===== src/hdl/hmt_pkg.sv =====
package hmt_pkg;

  localparam int ELEM_BITS = 32;
  localparam int FRAC_BITS = 16;
  localparam int NUM_REGS  = 8;
  localparam int REG_BITS  = 64;
  localparam int IDX_BITS  = 3;
  localparam int WIDE_BITS = 3 * ELEM_BITS + 4;
  localparam int DIV_BITS  = 2 * ELEM_BITS + FRAC_BITS;

  typedef logic signed [ELEM_BITS-1:0] elem_t;
  typedef logic signed [WIDE_BITS-1:0] wide_t;

  typedef enum logic [1:0] {
    ACT_POINT   = 2'd0,
    ACT_DIR     = 2'd1,
    ACT_COMPOSE = 2'd2,
    ACT_DET     = 2'd3
  } action_t;

  typedef struct packed {
    action_t          action;
    elem_t [3:0]      vec;
  } item_t;

  typedef struct packed {
    action_t          action;
    elem_t [3:0]      res;
    elem_t            det;
    logic             w_zero;
    logic             sat;
  } result_t;

  localparam elem_t ELEM_MAX = {1'b0, {(ELEM_BITS-1){1'b1}}};
  localparam elem_t ELEM_MIN = {1'b1, {(ELEM_BITS-1){1'b0}}};

  // round to nearest, ties up, then clip; returns {clipped, value}
  function automatic logic [ELEM_BITS:0] round_sat(input wide_t v, input int sh);
    wide_t t;
    wide_t hi_lim;
    wide_t lo_lim;
    hi_lim = $signed({{(WIDE_BITS-ELEM_BITS+1){1'b0}}, {(ELEM_BITS-1){1'b1}}});
    lo_lim = $signed({{(WIDE_BITS-ELEM_BITS+1){1'b1}}, {(ELEM_BITS-1){1'b0}}});
    t = (v + (wide_t'(1) <<< (sh - 1))) >>> sh;
    if (t > hi_lim) begin
      return {1'b1, ELEM_MAX};
    end else if (t < lo_lim) begin
      return {1'b1, ELEM_MIN};
    end
    return {1'b0, t[ELEM_BITS-1:0]};
  endfunction

endpackage


===== src/hdl/hmt_front.sv =====
module hmt_front (
  input  logic                    clk,
  input  logic                    rst,
  input  logic                    in_valid,
  output logic                    in_ready,
  input  hmt_pkg::action_t        in_action,
  input  hmt_pkg::elem_t [3:0]    in_vec,
  output logic                    out_valid,
  input  logic                    out_ready,
  output hmt_pkg::item_t          out_item
);

  localparam hmt_pkg::elem_t ONE = hmt_pkg::elem_t'(1 << hmt_pkg::FRAC_BITS);

  hmt_pkg::item_t entry;
  hmt_pkg::item_t slots [2];
  logic           wr_ptr;
  logic           rd_ptr;
  logic [1:0]     count;
  logic           push;
  logic           pop;

  // fold the fourth operand: one for points, zero where unused
  always_comb begin
    entry.action = in_action;
    entry.vec    = in_vec;
    case (in_action)
      hmt_pkg::ACT_POINT:   entry.vec[3] = ONE;
      hmt_pkg::ACT_COMPOSE: entry.vec[3] = in_vec[3];
      default:              entry.vec[3] = '0;
    endcase
  end

  assign in_ready  = count != 2'd2;
  assign out_valid = count != 2'd0;
  assign push      = in_valid && in_ready;
  assign pop       = out_valid && out_ready;
  assign out_item  = slots[rd_ptr];

  always_ff @(posedge clk) begin
    if (rst) begin
      wr_ptr <= 1'b0;
      rd_ptr <= 1'b0;
      count  <= 2'd0;
    end else begin
      if (push) wr_ptr <= !wr_ptr;
      if (pop) rd_ptr <= !rd_ptr;
      count <= count + 2'(push) - 2'(pop);
    end
  end

  always_ff @(posedge clk) begin
    if (push) slots[wr_ptr] <= entry;
  end

endmodule


===== config.mk =====
export PLATFORM = sky130hd
export DESIGN_NAME = hmt_front
export DESIGN_NICKNAME = d
export VERILOG_FILES = /design/src/hdl/hmt_pkg.sv /design/src/hdl/hmt_front.sv
export SDC_FILE = /design/constraint.sdc
export NUM_CORES = 1
export LEC_CHECK = 0
export BUFFER_PORTS_ARGS = -buffer_cell sky130_fd_sc_hd__buf_2
export CAP_MARGIN = 20
export CORE_MARGIN = 4
export CORE_UTILIZATION = 31
export CTS_BUF_LIST = sky130_fd_sc_hd__clkbuf_4
export CTS_CLUSTER_DIAMETER = 40
export DETAILED_ROUTE_END_ITERATION = 12
export GPL_TIMING_DRIVEN = 1
export PLACE_DENSITY = 0.48
export SLEW_MARGIN = 5
export SYNTH_ARGS = -nofsm -noshare
export SYNTH_HDL_FRONTEND = slang
export SYNTH_SLANG_ARGS = --single-unit

===== constraint.sdc =====
create_clock -name clk -period 6.4 [get_ports clk]
set_clock_uncertainty 0.1 [all_clocks]
set_input_delay 1.28 -clock clk [delete_from_list [all_inputs] [get_ports clk]]
set_output_delay 1.28 -clock clk [all_outputs]
set_load 0.03 [all_outputs]

Word-level counts from Yosys, hierarchy flattened. Memories as Yosys holds them, arrays and structs flattened. A register that Yosys moved wholly into a read port is not among the register bits. Index checks and enable logic that the tools add are counted.

Bits in registers: 4. RAM bits: 260. Input bits: 134. Output and inout port bits: 132. Word-level logic and storage cells: 19. Memories kept: 1.

Memory list: slots (words 2, bits a word 130, rd ports 1, clocked after Yosys merged registers in 1, write ports 1, line hmt_front.sv:16) `hmt_pkg::item_t slots [2];`.

$add $sub $neg: 2. Eq/ne operators: 2. Multiplexer cells: 5. Reductions and logical operators: 6.

Operator list (number): $pmux 32 s2 (1); $mux 1 (4); $add 2x1->2 (1); $eq 2x2->1 const B (1); $logic_and 1x1->1 (2); $logic_not 1->1 (2); $logic_not 2->1 (1); $ne 2x2->1 const B (1); $reduce_bool 2->1 (1); $sub 2x1->2 (1).

Longest topological paths before layout. Gate-level depths: netlist (run 1).

Depth after elaboration: 4. Mapped depth: 6. Gate-level depth less buffers: 6.

Least setup slack after synthesis (run 1). Ideal clock, no wire load.

Path kind: input to register. Start: input in_valid. End: memory slots[1][0] (netlist name) (enable). Data arrival time: 4322 ps. Setup slack: 1473 ps. Stages: 1. Path buffers: 0. Cells stage by stage: and3_1.

Longest elaborated chain between the ends: 3.

RTL lines: start: declaration (line hmt_front.sv:4) `input logic in_valid,`; $logic_and 1x1->1 (line hmt_front.sv:36) `assign push = in_valid && in_ready;`; $mux 1 (line hmt_front.sv:53) `if (push) slots[wr_ptr] <= entry;`; $mux 1 (not written as such) (line hmt_front.sv:53); end: declaration (line hmt_front.sv:16).

Every way passes these cells.

==> results of run 1 <==
## flip-flops by register name (all words and copies together), names as in the netlist, named ones only
signal,count
wr_ptr,1
slots,260
count,2
rd_ptr,1
## routing by layer
layer	part of all wire, %	up-vias	track usage (%)
li1	-	2540	-
met1	41	2618	14.0
met2	48	216	19.4
met3	9.4	49	5.65
met4	1.8	8	4.32
met5	0.22	-	0
## cell usage after synthesis (2+ instances only)
| cell | count | share of area [%] |
|---|---|---|
| inv_1 | 2 | 0.076 |
| buf_2 | 3 | 0.15 |
| a21oi_1 | 2 | 0.10 |
| o21ai_0 | 2 | 0.10 |
| and2_1 | 31 | 2.0 |
| mux2_2 | 130 | 15 |
| dfxtp_1 | 5 | 1.0 |
| edfxtp_1 | 260 | 79 |
| clkbuf_1 | 3 | 0.11 |
| nor2_1 | 5 | 0.19 |
| nor2b_1 | 3 | 0.19 |
| buf_6 | 10 | 1.1 |
## report_power, final
group,leakage (uW),switching [uW],internal (uW),total [uW]
Combinational,0.00174,786,422,1210
Clock,0.000518,668,757,1420
Sequential,0.00249,86.2,2110,2200
## critical path, delay by kind of cell (launching register included)
kind                   cells  cell delay [ns]
DFF                        1             0.92
buffers and inverters      2             0.61
muxes                      1             0.42
## layout make-up
class / instances / area (um2)
fill: 2977 / 19000
sequential: 265 / 7910
multi-input combinational: 186 / 1830
timing repair buffer: 270 / 1380
clock buffer: 99 / 743
tap: 402 / 503
clock inverter: 21 / 128
inverter: 2 / 12.5
antenna: 1 / 2.50
## how the worst max path moves through the flow
| stage | startpoint | to | slack (ns) | cells past startpoint |
|---|---|---|---|---|
| final | flip-flop | out_item[71] | 2.39 | 3 |
| after detailed placement | in_valid | slots[1][119] | 2.85 | 3 |
| after CTS | flip-flop | out_item[71] | 2.22 | 3 |
| after floorplan | in_valid | slots[1][0] | 1.47 | 1 |
| after global routing | flip-flop | out_item[76] | 2.14 | 3 |
| after global placement | in_valid | slots[1][123] | 2.92 | 3 |
## metrics by stage
step / total power (uW) / setup WS (ns) / hold WS, ns / area (um2) / utilization, %
CTS: 4940 / 2.22 / 0.402 / 12500 / 39.7
global placement: 3450 / 2.92 / 0.391 / 11600 / 36.9
global route: 5100 / 2.14 / 0.461 / 12500 / 39.8
floorplan: 3130 / 1.47 / 0.372 / 9880 / -
detailed placement: 3470 / 2.85 / 0.393 / 11600 / 36.9
finish: 4830 / 2.39 / 0.398 / 12500 / 39.8
## placed cells by master, fill, tap and decap left out, types with 2 or more instances in the layout
| cell | instances |
|---|---|
| buf_2 | 265 |
| edfxtp_1 | 260 |
| mux2_2 | 130 |
| clkbuf_4 | 99 |
| and2_1 | 31 |
| clkinv_1 | 10 |
| nor2_1 | 5 |
| clkinv_2 | 4 |
| dfxtp_1 | 4 |
| buf_4 | 3 |
| a21oi_1 | 2 |
| nor2b_1 | 2 |
| o21ai_0 | 2 |
| inv_2 | 2 |
| clkinvlp_4 | 2 |
| clkinv_4 | 2 |
## cells by family after synthesis
group / share of synthesized area, %
flops: 80.0
mux: 14.9
buf+inv: 1.56
fa+ha+maj: 0.127
xor+xnor: 0.0886
compound gates: 0.570
simple gates: 2.73
==> results.sh, run 1 <==
export IMPL_grt_total_usage_pct=12.0
export IMPL_cts_clk_slew_worst_paths_ns=0.06
export IMPL_synth_edf_count=260
export IMPL_finalCriticalPeriod_ns=4.01
export IMPL_drive_gt1_share_pct=61.2
export IMPL_clk_latency_ns=0.64
export IMPL_holdCritPathClass="flip-flop to flip-flop"
export IMPL_place_congestion=0.733
export IMPL_cp_end_kind="output port"
export IMPL_finalHoldViolCount=0
export IMPL_hpwl_mm=14.0
export IMPL_start_kind="flip-flop"
export IMPL_synth_area_per_cell_um2=21.0
export IMPL_final_setup_viol_count=0
export IMPL_syn_nets=605
export IMPL_place_inst=1124
export IMPL_yosysSeqAreaShare_pct=80.0
export IMPL_drt_total_wl_mm=21.8
export IMPL_synth_area_um2=9880
export IMPL_hold_depth=2
export IMPL_worstPathMaxFanout=67
export IMPL_synth_distinct_cells=26
export IMPL_netlist_instances=470
export IMPL_drc=0
export IMPL_grt_overflow_total=0
export IMPL_reg2reg_depth=4
export IMPL_io_buffers=265
export IMPL_rr_endpoint="slots[0][88]"
export IMPL_worstMarginPinSlew_ns=0.996
export IMPL_cp_arrival_ns=2.63
export IMPL_crit_chain="buf_12 > mux2_2 > buf_2"
export IMPL_hold_start="rd_ptr"
export IMPL_dieArea_um2=34800
export IMPL_fin_crit_sh_pct=62.6
export IMPL_crit_slowest_cell="dfxtp_4"
export IMPL_first_pass_iters=4
export IMPL_cts_sinks=265
export IMPL_r2r_setup_slack_ns=3.67
export IMPL_fin_setup_tns_ns=0
export IMPL_grt_pass1_vias=6092
export IMPL_instances_no_fill=1246
export IMPL_wire_per_inst_um=17.5
export IMPL_numCtsBuffers=72
export IMPL_die_w_um=187
export IMPL_grt_pass1_wl_mm=33.0
export IMPL_num_nets_final=932
export IMPL_slew_violations=0
export IMPL_grt_max_degree=98
export IMPL_area_growth_pct=26.6
export IMPL_r2r_start="count[0]"
export IMPL_synthFlopType="edfxtp_1"
export IMPL_max_freq_mhz=250
export IMPL_run_status="complete, no violations"
export IMPL_ant_nets=0
export IMPL_viasPerCell=4.36
export IMPL_drtIter0Drc=181
export IMPL_cts_root_buffer="clkbuf_4"
export IMPL_leakagePower_uw=0.00475
export IMPL_rsz0062_at_grt="no"
export IMPL_grt_antenna_before_repair=5
export IMPL_cellPowerDensity_nw_per_um2=386
export IMPL_crit_required_ns=5.02
export IMPL_cts_tree="yes"
export IMPL_ctsHoldBuffers=0
export IMPL_core_area_um2=31500
export IMPL_vias=5431
export IMPL_maxCapViolCount=0
export IMPL_initial_core_util_pct=31.4
export IMPL_boundaryPins=266
export IMPL_cp_slowest_stage_delay_ns=0.92
export IMPL_relSlewSlack_pct=33.6
export IMPL_synthArstFlopShare_pct=0
export IMPL_die_h_um=187
export IMPL_cts_htree_levels=3
export IMPL_cts_resized=0
export IMPL_ys_ff_latch=265
export IMPL_path_class="flip-flop to output port"
export IMPL_clockBufferDepth=3
export IMPL_ys_warn_count=0
export IMPL_vdd_ir_drop_max_v=0.000163
export IMPL_cts_setup_buffers=0
export IMPL_rows=65
(Power assumes the default switching activity.)
==> inputs of run 2 (changes only) <==
==> constraint.sdc (replaced) <==
create_clock -name clk -period 4.1 [get_ports clk]
set_clock_uncertainty 0.1 [all_clocks]
set_input_delay 0.82 -clock clk [delete_from_list [all_inputs] [get_ports clk]]
set_output_delay 0.82 -clock clk [all_outputs]
set_load 0.03 [all_outputs]
==> run 2 against run 1 <==
Against the previous run:
- routed wire length down 0.51%
- worst hold slack got worse by 0.12 ns
- clock power rose by 63%
- sequential share of layout area fell by 0.48 points
- final cell count rose by 0.80%
- die area is the same
- design area is 0.77% higher
- via count is 0.74% higher
- power rose by 58%
==> results.sh, run 2 (synthesized netlist as in run 1, its figures left out) <==
export IMPL_hold_ws_ns=0.275
export IMPL_die_h_um=187
export IMPL_first_pass_iters=4
export IMPL_fin_crit_sh_pct=82.7
export IMPL_dp_slack_ns=1.32
export IMPL_dr_wl_met2_mm=10.9
export IMPL_grt_pass1_vias=6120
export IMPL_cts_tree="yes"
export IMPL_largest_reg_flops=260
export IMPL_crit_required_ns=3.18
export IMPL_slew_violations=0
export IMPL_max_freq_mhz=295
export IMPL_run_status="complete, no violations"
export IMPL_finalHoldViolCount=0
export IMPL_setup_ws_ns=0.711
export IMPL_core_area_um2=31500
export IMPL_fin_setup_tns_ns=0
export IMPL_cts_htree_levels=3
export IMPL_numCtsBuffers=73
export IMPL_rows=65
export IMPL_largest_register="slots"
export IMPL_boundaryPins=266
export IMPL_wire_per_inst_um=17.2
export IMPL_grt_antenna_before_repair=3
export IMPL_p_switching_uw=2380
export IMPL_swShare_pct=31.2
export IMPL_cts_clk_slew_worst_paths_ns=0.06
export IMPL_grt_pass1_wl_mm=33.0
export IMPL_path_class="flip-flop to output port"
export IMPL_initial_core_util_pct=31.4
export IMPL_vdd_ir_drop_max_v=0.000221
export IMPL_p_clk_share_pct=30.3
export IMPL_ctsHoldBuffers=0
export IMPL_p_comb_share_pct=24.9
export IMPL_drc=0
export IMPL_drtIter0Drc=192
export IMPL_power_internal_uw=5240
export IMPL_cts_setup_buffers=0
export IMPL_dr_wl_met3_mm=2.16
export IMPL_cts_resized=0
export IMPL_dr_max_layer_used="met5"
export IMPL_worstPathMaxFanout=44
export IMPL_num_nets_final=935
export IMPL_ant_nets=0
export IMPL_worstMarginPinSlew_ns=0.650
export IMPL_reg_top3="slots (260), count (2)"
export IMPL_cp_arrival_ns=2.47
export IMPL_drive_gt1_share_pct=61.5
export IMPL_grt_max_degree=58
export IMPL_grt_total_usage_pct=12.0
export IMPL_rsz0062_at_grt="no"
export IMPL_cp_end_kind="output port"
export IMPL_io_buffers=265
export IMPL_layout_common_cells="buf_2 (265), edfxtp_1 (260), mux2_2 (130), clkbuf_4 (109), and2_1 (31)"
export IMPL_leakagePower_uw=0.00480
export IMPL_area_growth_pct=27.6
export IMPL_dieArea_um2=34800
export IMPL_hpwl_mm=14.5
export IMPL_finalCriticalPeriod_ns=3.39
export IMPL_final_setup_viol_count=0
export IMPL_wirelength_met1_mm=7.64
export IMPL_grt_overflow_total=0
export IMPL_die_w_um=187
export IMPL_clockBufferDepth=3
export IMPL_clk_latency_ns=0.63
export IMPL_cellPowerDensity_nw_per_um2=604
export IMPL_final_common_cell="buf_2"
export IMPL_holdCritPathClass="primary input to flip-flop"
export IMPL_relSlewSlack_pct=56.7
export IMPL_power_frac_seq_pct=44.9
export IMPL_vias=5471
export IMPL_viasPerCell=4.36
export IMPL_start_kind="flip-flop"
export IMPL_place_congestion=0.702
export IMPL_maxCapViolCount=0
export IMPL_cts_root_buffer="clkbuf_4"
export IMPL_drt_total_wl_mm=21.6
export IMPL_cts_sinks=265
[run 2: cell count changes in the layout (fill, tap and decap cells not counted), sizes merged]
cell	delta
buf	+2
clkinv	-2
clkbuf	+10
[run 2: path summary, 6_finish.rpt]
kind / endpoint / cells past startpoint / slack, ns / from
hold reg to reg: rd_ptr / 2 / 0.40 / rd_ptr
hold / removal: slots[1][19] / 1 / 0.27 / in_vec[19]
setup reg to reg: slots[1][116] / 3 / 1.82 / count[0]
setup / recovery: out_item[61] / 3 / 0.71 / flip-flop
[run 2: layer usage]
layer / up-vias / track usage, %
met5: - / 0
met4: 4 / 6.57
met3: 77 / 5.42
met2: 230 / 20.5
met1: 2606 / 12.5
li1: 2554 / -
[run 2: stage by stage]
stage / util [%] / total power [uW] / instances / instance area [um2]
floorplan: - / 4880 / 470 / 9890
global placement: 37.1 / 5380 / 1126 / 11700
detailed placement: 37.1 / 5410 / 1126 / 11700
CTS: 40.0 / 7800 / 1254 / 12600
global route: 40.1 / 8050 / 1256 / 12600
finish: 40.1 / 7620 / 1256 / 12600
[run 2: power by group through the flow]
stage | combinational (uW) | sequential, uW | clock, uW
6_report | 1900 | 3420 | 2310
2_1_floorplan | 1460 | 3420 | 0
4_1_cts | 1930 | 3430 | 2440
3_3_place_gp | 1910 | 3470 | 0
5_1_grt | 2020 | 3450 | 2580
3_5_place_dp | 1930 | 3480 | 0
[run 2: worst max-delay path: stages, from the launching register on]
cell and delay (ns):
dfxtp_4 0.76, buf_4 0.47, mux2_2 0.38, buf_2 0.18
[run 2: cell type report]
type	count	area [um2]
fill	2990	18900
sequential	265	7910
multi-input combinational	186	1830
timing repair buffer	272	1420
clock buffer	109	818
tap	402	503
clock inverter	19	109
inverter	2	12.5
antenna	1	2.50
